<file path="src/rtl/lzbsd_pkg.sv">
// lzbsd_pkg: types, codes and constants for the block stream decoder
// used by every module under rtl
package lzbsd_pkg;
  localparam int WindowDepthDefault = 2048;
  localparam int MinMatchDefault    = 3;

  localparam logic [1:0] KIND_DATA  = 2'd0;
  localparam logic [1:0] KIND_DONE  = 2'd1;
  localparam logic [1:0] KIND_ERROR = 2'd2;

  localparam logic [2:0] ERR_NONE      = 3'd0;
  localparam logic [2:0] ERR_OFFSET    = 3'd1;
  localparam logic [2:0] ERR_CAPACITY  = 3'd2;
  localparam logic [2:0] ERR_TRUNC_TOK = 3'd3;
  localparam logic [2:0] ERR_LENGTH    = 3'd4;
  localparam logic [2:0] ERR_TRUNC_BLK = 3'd5;

  localparam logic [7:0] TAG_MATCH_BIT = 8'h80;
  localparam logic [3:0] LEN_MASK      = 4'h0F;
  localparam logic [2:0] OFF_MASK      = 3'h07;

  typedef struct packed {
    logic [7:0] in_byte;
    logic       in_last;
  } in_beat_t;

  typedef struct packed {
    logic [7:0]  out_byte;
    logic [1:0]  kind;
    logic [2:0]  error_code;
    logic [23:0] total_length;
    logic        run_end;
  } out_beat_t;

  // decoder phase (one-hot)
  typedef enum logic [9:0] {
    PH_HDR0   = 10'b0000000001,
    PH_HDR1   = 10'b0000000010,
    PH_HDR2   = 10'b0000000100,
    PH_HDR3   = 10'b0000001000,
    PH_TAG    = 10'b0000010000,
    PH_LIT    = 10'b0000100000,
    PH_MLO    = 10'b0001000000,
    PH_STORED = 10'b0010000000,
    PH_SKIP   = 10'b0100000000,
    PH_ERR    = 10'b1000000000
  } phase_t;

  // controller sequencer state (one-hot)
  typedef enum logic [3:0] {
    CS_IDLE  = 4'b0001,
    CS_COPY  = 4'b0010,
    CS_TAIL  = 4'b0100,
    CS_WAIT  = 4'b1000
  } ctl_state_t;

  // datapath to controller status
  typedef struct packed {
    logic [7:0] rd_byte;   // history read data
  } dp_status_t;

  // controller to datapath commands
  typedef struct packed {
    logic        rd_en;
    logic [15:0] rd_addr;
    logic        wr_en;
    logic [15:0] wr_addr;
    logic [7:0]  wr_data;
  } dp_cmd_t;
endpackage

</file>
<file path="src/rtl/lzbsd_ctrl.sv">
// lzbsd_ctrl: token parser, header checks and match copy sequencer
// depends on lzbsd_pkg; drives lzbsd_history through dp_cmd_t
module lzbsd_ctrl #(
  parameter int WINDOW_DEPTH     = lzbsd_pkg::WindowDepthDefault,
  parameter int MIN_MATCH_LENGTH = lzbsd_pkg::MinMatchDefault
) (
  input  logic                  clk,
  input  logic                  rst,
  input  logic [23:0]           capacity,
  input  logic                  in_valid,
  output logic                  in_stall,
  input  lzbsd_pkg::in_beat_t   in_data,
  output logic                  out_valid,
  input  logic                  out_stall,
  output lzbsd_pkg::out_beat_t  out_data,
  output lzbsd_pkg::dp_cmd_t    cmd,
  input  lzbsd_pkg::dp_status_t status
);
  localparam logic [16:0] WinLim = 17'(WINDOW_DEPTH);

  lzbsd_pkg::phase_t     phase;
  lzbsd_pkg::ctl_state_t cs;
  logic [15:0] raw_len, enc_len, consumed, outcnt;
  logic [6:0]  lit_rem;
  logic [7:0]  ptag;
  logic [23:0] scount;
  // copy bookkeeping
  logic [4:0]  copy_rem;
  logic [15:0] src;
  logic        rd_pend;
  // tail result after a copy
  logic        tail_v;
  logic [1:0]  tail_kind;
  logic [2:0]  tail_err;
  logic        tail_last;
  logic        out_free;

  assign out_free = !out_valid || !out_stall;
  assign in_stall = (cs != lzbsd_pkg::CS_IDLE) || !out_free;
  logic acc;
  assign acc = in_valid && !in_stall;

  // combinational decode of one accepted byte
  logic [7:0]  b;
  logic        last;
  logic [15:0] cons1;
  logic        emit;     // data byte goes out
  logic        do_copy;
  logic [2:0]  err;
  logic [4:0]  mlen;
  logic [10:0] moff;
  lzbsd_pkg::phase_t ph_n;
  logic [16:0] sum_c, sum_o;
  logic        fin_err;
  logic [24:0] capsum;

  assign b     = in_data.in_byte;
  assign last  = in_data.in_last;
  assign cons1 = consumed + 16'd1;
  assign mlen  = 5'((ptag[6:3] & lzbsd_pkg::LEN_MASK)) + 5'(MIN_MATCH_LENGTH);
  assign moff  = {ptag[2:0] & lzbsd_pkg::OFF_MASK, b};
  assign sum_c = {1'b0, cons1} + 17'(b);
  assign sum_o = {1'b0, outcnt} + 17'(b[6:0]);
  assign capsum = {1'b0, scount} + 25'(raw_len);

  always_comb begin
    emit = 1'b0; do_copy = 1'b0; err = lzbsd_pkg::ERR_NONE; ph_n = phase;
    fin_err = 1'b0;
    unique case (phase)
      lzbsd_pkg::PH_ERR:  ph_n = phase;
      lzbsd_pkg::PH_HDR0: ph_n = lzbsd_pkg::PH_HDR1;
      lzbsd_pkg::PH_HDR1: ph_n = lzbsd_pkg::PH_HDR2;
      lzbsd_pkg::PH_HDR2: ph_n = lzbsd_pkg::PH_HDR3;
      lzbsd_pkg::PH_HDR3: begin
        if (capsum > {1'b0, capacity}) err = lzbsd_pkg::ERR_CAPACITY;
        else if ({b, enc_len[7:0]} == 16'd0 && raw_len != 16'd0)
          err = lzbsd_pkg::ERR_LENGTH;
        if ({b, enc_len[7:0]} == 16'd0) ph_n = lzbsd_pkg::PH_HDR0;
        else if (raw_len == {b, enc_len[7:0]}) ph_n = lzbsd_pkg::PH_STORED;
        else ph_n = lzbsd_pkg::PH_TAG;
      end
      lzbsd_pkg::PH_STORED: begin
        emit = 1'b1;
        if (cons1 >= enc_len) ph_n = lzbsd_pkg::PH_HDR0;
      end
      lzbsd_pkg::PH_TAG: begin
        if (b == 8'd0) begin
          ph_n = lzbsd_pkg::PH_SKIP;
          fin_err = cons1 >= enc_len;
        end else if ((b & lzbsd_pkg::TAG_MATCH_BIT) != 8'd0) begin
          if (cons1 >= enc_len) err = lzbsd_pkg::ERR_TRUNC_TOK;
          else ph_n = lzbsd_pkg::PH_MLO;
        end else if (sum_c > {1'b0, enc_len}) err = lzbsd_pkg::ERR_TRUNC_TOK;
        else if (sum_o > {1'b0, raw_len}) err = lzbsd_pkg::ERR_LENGTH;
        else ph_n = lzbsd_pkg::PH_LIT;
      end
      lzbsd_pkg::PH_LIT: begin
        emit = 1'b1;
        if (lit_rem == 7'd1) begin
          ph_n = lzbsd_pkg::PH_TAG;
          fin_err = cons1 >= enc_len;
        end
      end
      lzbsd_pkg::PH_MLO: begin
        if (moff == 11'd0 || {5'd0, moff} > outcnt || 17'(moff) > WinLim)
          err = lzbsd_pkg::ERR_OFFSET;
        else if (({1'b0, outcnt} + 17'(mlen)) > {1'b0, raw_len})
          err = lzbsd_pkg::ERR_LENGTH;
        else begin
          do_copy = 1'b1;
          ph_n = lzbsd_pkg::PH_TAG;
          fin_err = cons1 >= enc_len;
        end
      end
      lzbsd_pkg::PH_SKIP: fin_err = cons1 >= enc_len;
      default: ph_n = lzbsd_pkg::PH_ERR;
    endcase
  end

  // block finish: output count after this byte must equal raw length
  logic [15:0] outcnt_after;
  logic        fin_bad;
  assign outcnt_after = outcnt + (emit ? 16'd1 : 16'd0) + (do_copy ? 16'(mlen) : 16'd0);
  assign fin_bad = fin_err && (outcnt_after != raw_len);

  // result that closes this byte, if any
  logic        t_v;
  logic [1:0]  t_kind;
  logic [2:0]  t_err;
  lzbsd_pkg::phase_t ph_f;
  always_comb begin
    t_v = 1'b0; t_kind = lzbsd_pkg::KIND_DONE; t_err = lzbsd_pkg::ERR_NONE;
    ph_f = ph_n;
    if (fin_err && !fin_bad) ph_f = lzbsd_pkg::PH_HDR0;
    if (err != lzbsd_pkg::ERR_NONE || fin_bad) begin
      t_v = 1'b1; t_kind = lzbsd_pkg::KIND_ERROR;
      t_err = fin_bad ? lzbsd_pkg::ERR_LENGTH : err;
      ph_f = lzbsd_pkg::PH_ERR;
    end else if (last) begin
      t_v = 1'b1;
      if (ph_f == lzbsd_pkg::PH_HDR0 || ph_f == lzbsd_pkg::PH_HDR1 ||
          ph_f == lzbsd_pkg::PH_HDR2 || ph_f == lzbsd_pkg::PH_HDR3) begin
        t_kind = lzbsd_pkg::KIND_DONE;
      end else begin
        t_kind = lzbsd_pkg::KIND_ERROR; t_err = lzbsd_pkg::ERR_TRUNC_BLK;
      end
    end
    if (last) ph_f = lzbsd_pkg::PH_HDR0;
  end

  // output register loads a new beat
  logic load_out;
  assign load_out =
    (cs == lzbsd_pkg::CS_IDLE && acc && phase != lzbsd_pkg::PH_ERR &&
     (emit || (!do_copy && t_v))) ||
    (cs == lzbsd_pkg::CS_COPY && rd_pend && out_free) ||
    (cs == lzbsd_pkg::CS_TAIL && out_free);

  // history commands: write on every data byte, read during a copy
  logic [15:0] rd_addr_c;
  assign rd_addr_c = (cs == lzbsd_pkg::CS_IDLE) ? (outcnt - {5'd0, moff}) : src;
  always_comb begin
    cmd.wr_en   = 1'b0;
    cmd.wr_addr = outcnt;
    cmd.wr_data = b;
    cmd.rd_en   = 1'b0;
    cmd.rd_addr = rd_addr_c;
    if (acc && phase != lzbsd_pkg::PH_ERR && emit) cmd.wr_en = 1'b1;
    if (acc && phase != lzbsd_pkg::PH_ERR && do_copy) cmd.rd_en = 1'b1;
    if (cs == lzbsd_pkg::CS_COPY && rd_pend && out_free) begin
      cmd.wr_en = 1'b1; cmd.wr_data = status.rd_byte;
    end
    // read in the cycle after the write so overlapping copies see new bytes
    if (cs == lzbsd_pkg::CS_COPY && !rd_pend) cmd.rd_en = 1'b1;
  end

  always_ff @(posedge clk) begin
    if (rst) begin
      phase <= lzbsd_pkg::PH_HDR0; cs <= lzbsd_pkg::CS_IDLE;
      raw_len <= '0; enc_len <= '0; consumed <= '0; outcnt <= '0;
      lit_rem <= '0; ptag <= '0; scount <= '0; out_valid <= 1'b0;
      copy_rem <= '0; src <= '0; rd_pend <= 1'b0; tail_v <= 1'b0;
      tail_kind <= '0; tail_err <= '0; tail_last <= 1'b0;
    end else begin
      if (load_out) out_valid <= 1'b1;
      else if (!out_stall) out_valid <= 1'b0;
      unique case (cs)
        lzbsd_pkg::CS_IDLE: begin
          if (acc) begin
            if (phase == lzbsd_pkg::PH_ERR) begin
              if (last) begin phase <= lzbsd_pkg::PH_HDR0; scount <= '0; end
            end else begin
              phase <= ph_f;
              if (phase != lzbsd_pkg::PH_HDR0 && phase != lzbsd_pkg::PH_HDR1 &&
                  phase != lzbsd_pkg::PH_HDR2 && phase != lzbsd_pkg::PH_HDR3)
                consumed <= cons1;
              if (phase == lzbsd_pkg::PH_HDR0) raw_len <= {8'd0, b};
              if (phase == lzbsd_pkg::PH_HDR1) raw_len[15:8] <= b;
              if (phase == lzbsd_pkg::PH_HDR2) enc_len <= {8'd0, b};
              if (phase == lzbsd_pkg::PH_HDR3) begin
                enc_len[15:8] <= b; consumed <= '0; outcnt <= '0; lit_rem <= '0;
              end
              if (phase == lzbsd_pkg::PH_TAG) begin
                ptag <= b; lit_rem <= b[6:0];
              end
              if (phase == lzbsd_pkg::PH_LIT) lit_rem <= lit_rem - 7'd1;
              if (emit) begin
                outcnt <= outcnt + 16'd1;
                scount <= scount + 24'd1;
                out_data <= '{out_byte: b, kind: lzbsd_pkg::KIND_DATA,
                              error_code: lzbsd_pkg::ERR_NONE,
                              total_length: scount + 24'd1, run_end: !t_v};
                if (t_v) begin
                  cs <= lzbsd_pkg::CS_TAIL; tail_kind <= t_kind; tail_err <= t_err;
                  tail_last <= last;
                end
              end else if (do_copy) begin
                cs <= lzbsd_pkg::CS_COPY; copy_rem <= mlen;
                src <= outcnt - {5'd0, moff} + 16'd1; rd_pend <= 1'b1;
                tail_v <= t_v; tail_kind <= t_kind; tail_err <= t_err;
                tail_last <= last;
              end else if (t_v) begin
                out_data <= '{out_byte: 8'd0, kind: t_kind, error_code: t_err,
                              total_length: scount, run_end: 1'b1};
                if (last) scount <= '0;
              end
            end
          end
        end
        lzbsd_pkg::CS_COPY: begin
          if (rd_pend && out_free) begin
            out_data <= '{out_byte: status.rd_byte, kind: lzbsd_pkg::KIND_DATA,
                          error_code: lzbsd_pkg::ERR_NONE,
                          total_length: scount + 24'd1,
                          run_end: copy_rem == 5'd1 && !tail_v};
            outcnt <= outcnt + 16'd1; scount <= scount + 24'd1;
            copy_rem <= copy_rem - 5'd1;
            // write then read next cycle so overlapping copies see new bytes
            rd_pend <= 1'b0;
            if (copy_rem == 5'd1) cs <= tail_v ? lzbsd_pkg::CS_TAIL : lzbsd_pkg::CS_IDLE;
          end else if (!rd_pend) begin
            src <= src + 16'd1;
            rd_pend <= 1'b1;
          end
        end
        lzbsd_pkg::CS_TAIL: begin
          if (out_free) begin
            out_data <= '{out_byte: 8'd0, kind: tail_kind, error_code: tail_err,
                          total_length: scount, run_end: 1'b1};
            if (tail_last) scount <= '0;
            tail_v <= 1'b0;
            cs <= lzbsd_pkg::CS_IDLE;
          end
        end
        lzbsd_pkg::CS_WAIT: cs <= lzbsd_pkg::CS_IDLE;
        default: cs <= lzbsd_pkg::CS_IDLE;
      endcase
    end
  end
endmodule
</file>
<file path="config.mk">
export PLATFORM = sky130hd
export DESIGN_NAME = lzbsd_ctrl
export DESIGN_NICKNAME = d
export VERILOG_FILES = /design/src/rtl/lzbsd_pkg.sv /design/src/rtl/lzbsd_ctrl.sv
export SDC_FILE = /design/constraint.sdc
export NUM_CORES = 1
export LEC_CHECK = 0
export BUFFER_PORTS_ARGS = -buffer_cell sky130_fd_sc_hd__buf_2
export CORE_ASPECT_RATIO = 0.75
export CORE_UTILIZATION = 56
export DETAILED_ROUTE_END_ITERATION = 8
export GPL_TIMING_DRIVEN = 0
export PLACE_DENSITY_LB_ADDON = 0.12
export SLEW_MARGIN = 20
export SYNTH_ARGS = -nofsm -noshare
export SYNTH_HDL_FRONTEND = slang
export SYNTH_SLANG_ARGS = --single-unit
</file>
<file path="constraint.sdc">
create_clock -name clk -period 9.75 [get_ports clk]
set_input_delay 0.975 -clock clk [delete_from_list [all_inputs] [get_ports clk]]
set_output_delay 0.975 -clock clk [all_outputs]
set_load 0.02 [all_outputs]
</file>
==> results of run 1 <==
per-stage QoR:
stage	hold WS, ns	setup WS, ns	std cells	TNS [ns]	instance area (sq um)
detailed placement	0.460	0.445	2442	0	16600
finish	0.474	0.506	2474	0	17200
floorplan	0.441	1.27	1963	0	15500
CTS	0.471	0.688	2474	0	17200
global placement	0.450	-1.65	2439	-62.76	16500
global route	0.494	0.0967	2474	0	17200
flip-flops by register name, indices dropped and copies added, names as in the netlist:
register	cells
consumed	16
out_data	38
tail_kind	2
tail_last	1
enc_len	16
src	16
raw_len	16
scount	24
out_valid	1
outcnt	16
rd_pend	1
ptag	7
tail_err	3
copy_rem	5
cs	3
phase	10
tail_v	1
lit_rem	7
placed cells by master, fill, tap and decap left out, types with 10 or more instances in the layout:
| cell | netlist | layout |
|---|---|---|
| a22oi_1 | 19 | 19 |
| nand3_1 | 64 | 64 |
| and3_1 | 25 | 25 |
| nand3b_1 | 10 | 10 |
| xnor2_1 | 106 | 106 |
| nor2_1 | 214 | 214 |
| o31ai_1 | 19 | 19 |
| mux2i_1 | 21 | 21 |
| ha_1 | 148 | 148 |
| nand2b_1 | 22 | 22 |
| nand2_1 | 186 | 186 |
| nor3_1 | 52 | 51 |
| a32o_1 | 10 | 10 |
| edfxtp_1 | 38 | 38 |
| o211ai_1 | 14 | 14 |
| a21oi_1 | 117 | 117 |
| inv_1 | 121 | 121 |
| clkbuf_1 | 79 | 79 |
| o21a_1 | 21 | 21 |
| a21o_1 | 27 | 27 |
| buf_2 | 6 | 131 |
| o21ai_0 | 104 | 104 |
| a211oi_1 | 27 | 27 |
| nand4_1 | 36 | 36 |
| dfxtp_1 | 145 | 145 |
| or3_1 | 19 | 19 |
| nor2b_1 | 12 | 12 |
| nor4_1 | 28 | 28 |
| a31oi_1 | 10 | 10 |
| xor2_1 | 72 | 72 |
| and2_1 | 14 | 14 |
| clkbuf_16 | 0 | 17 |
per-layer routing:
metal	vias up	share of wire [%]	GRT usage [%]
met1	7250	44	47.6
met3	106	10	7.88
met5	-	0	0
li1	7333	-	-
met2	797	43	53.2
met4	0	3.1	13.5
layout make-up:
cell class / count / area share (%)
buffer: 93 / 2.20
multi-input combinational: 1566 / 61.7
clock buffer: 17 / 2.47
timing repair buffer: 128 / 3.85
sequential: 183 / 23.5
clock inverter: 15 / 1.04
tap: 351 / 2.55
inverter: 121 / 2.64
worst reg2reg max path, delay by kind of cell, from the launching register on:
family / cells / cell delay (ns)
flip-flops: 1 / 0.36
adder cells (fa/ha/maj): 5 / 1.72
AO/OA/AOI/OAI: 8 / 2.28
XOR/XNOR: 3 / 0.55
AND/OR/NAND/NOR: 13 / 2.94
buffers and inverters: 7 / 1.15
power groups by stage:
stage,registers (mW),clock network (mW),logic (mW)
after floorplan,0.891,0,0.407
after global placement,0.870,0,0.641
after detailed placement,0.867,0,0.662
after CTS,0.850,0.733,0.666
after global routing,0.853,0.763,0.729
final,0.850,0.734,0.680
kinds of logic after synthesis:
family	synth area share [%]
AOI/OAI and AO/OA	20.2
buffers and inverters	5.39
adders and majority gates	12.9
muxes	2.01
and+or+nand+nor	23.3
DFF	26.1
xor gates and xnor gates	10.1
path summary, 6_finish.rpt:
check                from          end  slack, ns  cells after the start
hold reg to reg    src[4]       src[4]       0.47                      2
setup reg to reg  ptag[3]  out_data[3]       0.51                     36
setup / recovery  ptag[3]  out_data[3]       0.51                     36
hold / removal     src[4]       src[4]       0.47                      2
cell usage after synthesis (all sizes together) (10+ instances only):
master / number / area [sq um]
nor3: 53 / 270
buf: 14 / 82.6
a32o: 10 / 100
o21a: 21 / 158
a21oi: 117 / 586
edfxtp: 38 / 1140
o31ai: 19 / 143
inv: 121 / 454
nor2: 214 / 803
nor2b: 12 / 75.1
nand3b: 10 / 75.1
a211oi: 28 / 215
or3: 19 / 119
and2: 16 / 103
a22oi: 19 / 143
xor2: 72 / 631
a31oi: 10 / 62.6
xnor2: 106 / 928
dfxtp: 145 / 2900
mux2i: 21 / 210
clkbuf: 79 / 297
nand3: 66 / 348
nand2: 187 / 704
nand2b: 22 / 138
nor4: 29 / 196
and3: 26 / 168
a21o: 27 / 203
o211ai: 15 / 126
o21ai: 110 / 551
nand4: 37 / 238
ha: 148 / 1850
==> impl_metrics.toml, run 1 <==
[synthesis]
synth_seq_cells = 183
syn_area_per_cell_sq_um = 7.88
synth_edf_count = 38
yosys_warnings = 0
syn-cell-area_sq_um = 15500
ys_seq_area_share_pct = 26.1
async_flop_share_pct = 0
synth.distinct_cells = 92
synthesis.nets = 2163
ys.flop_type = "dfxtp_1"
netlist_instances = 1963

[clock_tree]
insertion_delay_ns = 0.46
numCtsBuffers = 17
clk_pin_slew_ns = 0.08
numClockSinks = 183
clockRootBuffer = "clkbuf_16"
h-tree-depth = 4
cts_buffer_depth = 2
post_cts_buffers = 0
cts_hold_buf = 0
tritoncts = "built"
post_cts_resized = 0

[pwr]
swShare_pct = 37.8
vdd_ir_drop_max_mv = 0.137
pwr-share-comb_pct = 30.0
internal-power_mw = 1.41
p_per_area_nw_per_um2 = 132
p_total_mw = 2.26
power_leakage_nw = 7.30
switching_power_mw = 0.855
power_frac_seq_pct = 37.6
power_frac_clock_pct = 32.4

[setup_path]
critPathLaunchType = "flop"
cp_slowest_cell = "or4_1"
cpPeakStageDelay_ns = 0.52
worstPathArrival_ns = 9.47
cp_top_family = "simple AND/OR/NAND/NOR gates"
timing.critical_path.to_type = "flop"
path_max_fanout = 14
required_ns = 9.97
cp_num_buf_inv = 7
path_class = "flop to flop"

[job]
cap_viol_max_count = 0

[timing]
min_period_ns = 9.24
fin_crit_sh_pct = 94.8
worst_pin_slew_ns = 1.12
rsz0062_at_grt = "no"
drv_slew = 0
hold_violations = 0
skew_ns = 0.0166
setup_violations = 0
max_slew_margin_pct = 24.2
max_freq_ghz = 0.108

[die]
core_area_sq_um = 27100
die_h_microns = 146
io_pins = 127
die_w_microns = 194
die_area_sq_um = 28300
num_rows = 52
start_util_pct = 57.1

[route]
drc_errors = 0
wl_per_cell_microns = 20.2
viasPerCell = 6.26
drt_iter0_drc = 1399
drtPass1Iterations = 5
vias = 15500
ant_nets = 0
drt_wl_total_microns = 49900

[status]
outcome = "finished clean"

[global_routing]
antenna_found_initial = 0
grt.overflow.total = 0
grt_max_degree = 20
grt_pass1_vias = 14200
grt_first_pass_wirelength_microns = 77400
track_usage_pct = 34.8

[final_layout]
post-route-util_pct = 63.6
syn_to_final_growth_pct = 11.2
fin_nets = 2310
multi_input_area_sq_um = 10600
fillers = 2438
regArea_sq_um = 4040
diodes = 0
drive_above_1_share_pct = 10.4

[place]
routabilityCongestion = 0.998
hpwlAfterDp_microns = 38600
port-buffer-count = 125

[hold_path]
hold_class = "flop to flop"
Power figures use the tool's default switching activity.
==> run 2: changes to the inputs <==
- CORE_UTILIZATION: 56 -> 57
- CTS_BUF_LIST: default -> sky130_fd_sc_hd__clkbuf_4 sky130_fd_sc_hd__clkbuf_8
==> impl_metrics.toml, run 2 (synthesis gave the netlist of run 1 again) <==
[final_layout]
final_cell_mix = "nor2_1, nand2_1, ha_1, dfxtp_1, buf_2"
regArea_sq_um = 4040
instances_no_fill = 2468
multi_input_area_sq_um = 10600
mostFrequentLayoutCell = "nor2_1"
fillers = 2340
largestRegisters = "out_data x38, scount x24"
post-route-util_pct = 64.7
diodes = 0
top_register = "out_data"
fin_nets = 2311
largest_reg_flops = 38
drive_above_1_share_pct = 10.4
fin_area_sq_um = 17000
syn_to_final_growth_pct = 10.0

[clock_tree]
post_cts_buffers = 0
cts_hold_buf = 0
post_cts_resized = 0
clockRootBuffer = "clkbuf_8"
numClockSinks = 183
numCtsBuffers = 17
h-tree-depth = 4
clk_pin_slew_ns = 0.11
insertion_delay_ns = 0.52
tritoncts = "built"
cts_buffer_depth = 2

[setup_path]
timing.critical_path.to_type = "flop"
cp_slowest_cell = "a2111o_1"
path_class = "flop to flop"
required_ns = 10.01
regToRegEndpoint = "out_data[16]"
reg2reg_setup_slack_ns = 0.61
r2r_start = "ptag[3]"
cpMostUsedCell = "a21oi_1"
r2r_cells = 34
cpPeakStageDelay_ns = 0.53
path_max_fanout = 14
worstPathArrival_ns = 9.40
critPathLaunchType = "flop"

[place]
dp_cells = 2436
routabilityCongestion = 0.984
dpl_cell_area_sq_um = 16600
pre_cts_ws_ns = 0.525
port-buffer-count = 125
hpwlAfterDp_microns = 39100

[die]
die_area_sq_um = 27800
io_pins = 127
die_h_microns = 145
num_rows = 51
start_util_pct = 58.8
core_area_sq_um = 26300
die_w_microns = 192

[global_routing]
grt.overflow.total = 0
grt_first_pass_wirelength_microns = 77200
grt_max_degree = 20
antenna_found_initial = 0
track_usage_pct = 36.1
grt_pass1_vias = 13900

[status]
outcome = "finished clean"

[pwr]
p_per_area_nw_per_um2 = 123
power_frac_seq_pct = 40.7
p_total_mw = 2.09
switching_power_mw = 0.833
power_leakage_nw = 7.22
pwr-share-comb_pct = 32.4
internal-power_mw = 1.26
power_frac_clock_pct = 26.9
vdd_ir_drop_max_mv = 0.164
swShare_pct = 39.9

[timing]
skew_ns = 0.0236
max_slew_margin_pct = 26.4
whs_ns = 0.480
setup_slack_ns = 0.608
min_period_ns = 9.14
max_freq_ghz = 0.109
setup_violations = 0
drv_slew = 0
finalSetupTns_ns = 0
fin_crit_sh_pct = 93.8
hold_violations = 0
worst_pin_slew_ns = 1.10
rsz0062_at_grt = "no"

[route]
drc_errors = 0
ant_nets = 0
drt_iter0_drc = 1541
viasPerCell = 6.33
drt_wl_total_microns = 50500
drtPass1Iterations = 6
vias = 15600
wl_per_cell_microns = 20.5

[hold_path]
hold_path_end = "lit_rem[5]"
hp-start = "lit_rem[5]"
hold_path_depth = 2
hold_class = "flop to flop"

[job]
cap_viol_max_count = 0
run 2: cell count changes in the layout (fill, tap and decap cells not counted):
cell        change
clkinv_8        +2
buf_4           +1
clkinvlp_4      -1
clkinv_4        +3
buf_2           +1
clkbuf_8       +17
inv_8           -2
inv_6           -2
clkbuf_16      -17
buf_8           -1
run 2: power by group through the flow:
stage                     Clock [mW]  Sequential [mW]  Combinational (mW)
after floorplan                    0            0.891               0.407
after detailed placement           0            0.867               0.659
after global routing           0.594            0.854               0.730
after CTS                      0.565            0.850               0.665
after global placement             0            0.869               0.640
final                          0.563            0.851               0.676
run 2: final cells by class:
type / count / share of cell area, %
buffer: 93 / 2.23
clock buffer: 17 / 1.38
clock inverter: 15 / 1.12
inverter: 121 / 2.67
multi-input combinational: 1566 / 62.4
sequential: 183 / 23.8
tap: 344 / 2.53
timing repair buffer: 129 / 3.88
run 2: worst max path at each step:
stage	from	slack, ns	to	cells past startpoint
2_1_floorplan	ptag[3]	1.27	out_data[0]	33
3_3_place_gp	in_data[7]	-1.44	out_data[29]	25
3_5_place_dp	in_data[7]	0.52	out_data[12]	27
4_1_cts	ptag[3]	0.79	out_data[6]	35
5_1_grt	ptag[3]	0.19	out_data[16]	35
6_report	ptag[3]	0.61	out_data[16]	34
run 2: per-layer routing:
layer	track usage (%)	up-vias	share of wire [%]
met5	0	-	0
met4	14.3	0	3.2
met3	7.89	94	10
met2	54.9	856	43
met1	49.7	7318	43
li1	-	7345	-
run 2: worst max-delay path, delay by kind of cell (launching register included):
family,cells,cell delay (ns)
buffers and inverters,6,1.25
AOI/OAI and AO/OA,12,3.55
and+or+nand+nor,10,1.81
adders and majority gates,4,1.37
xor gates and xnor gates,2,0.52
DFF,1,0.37
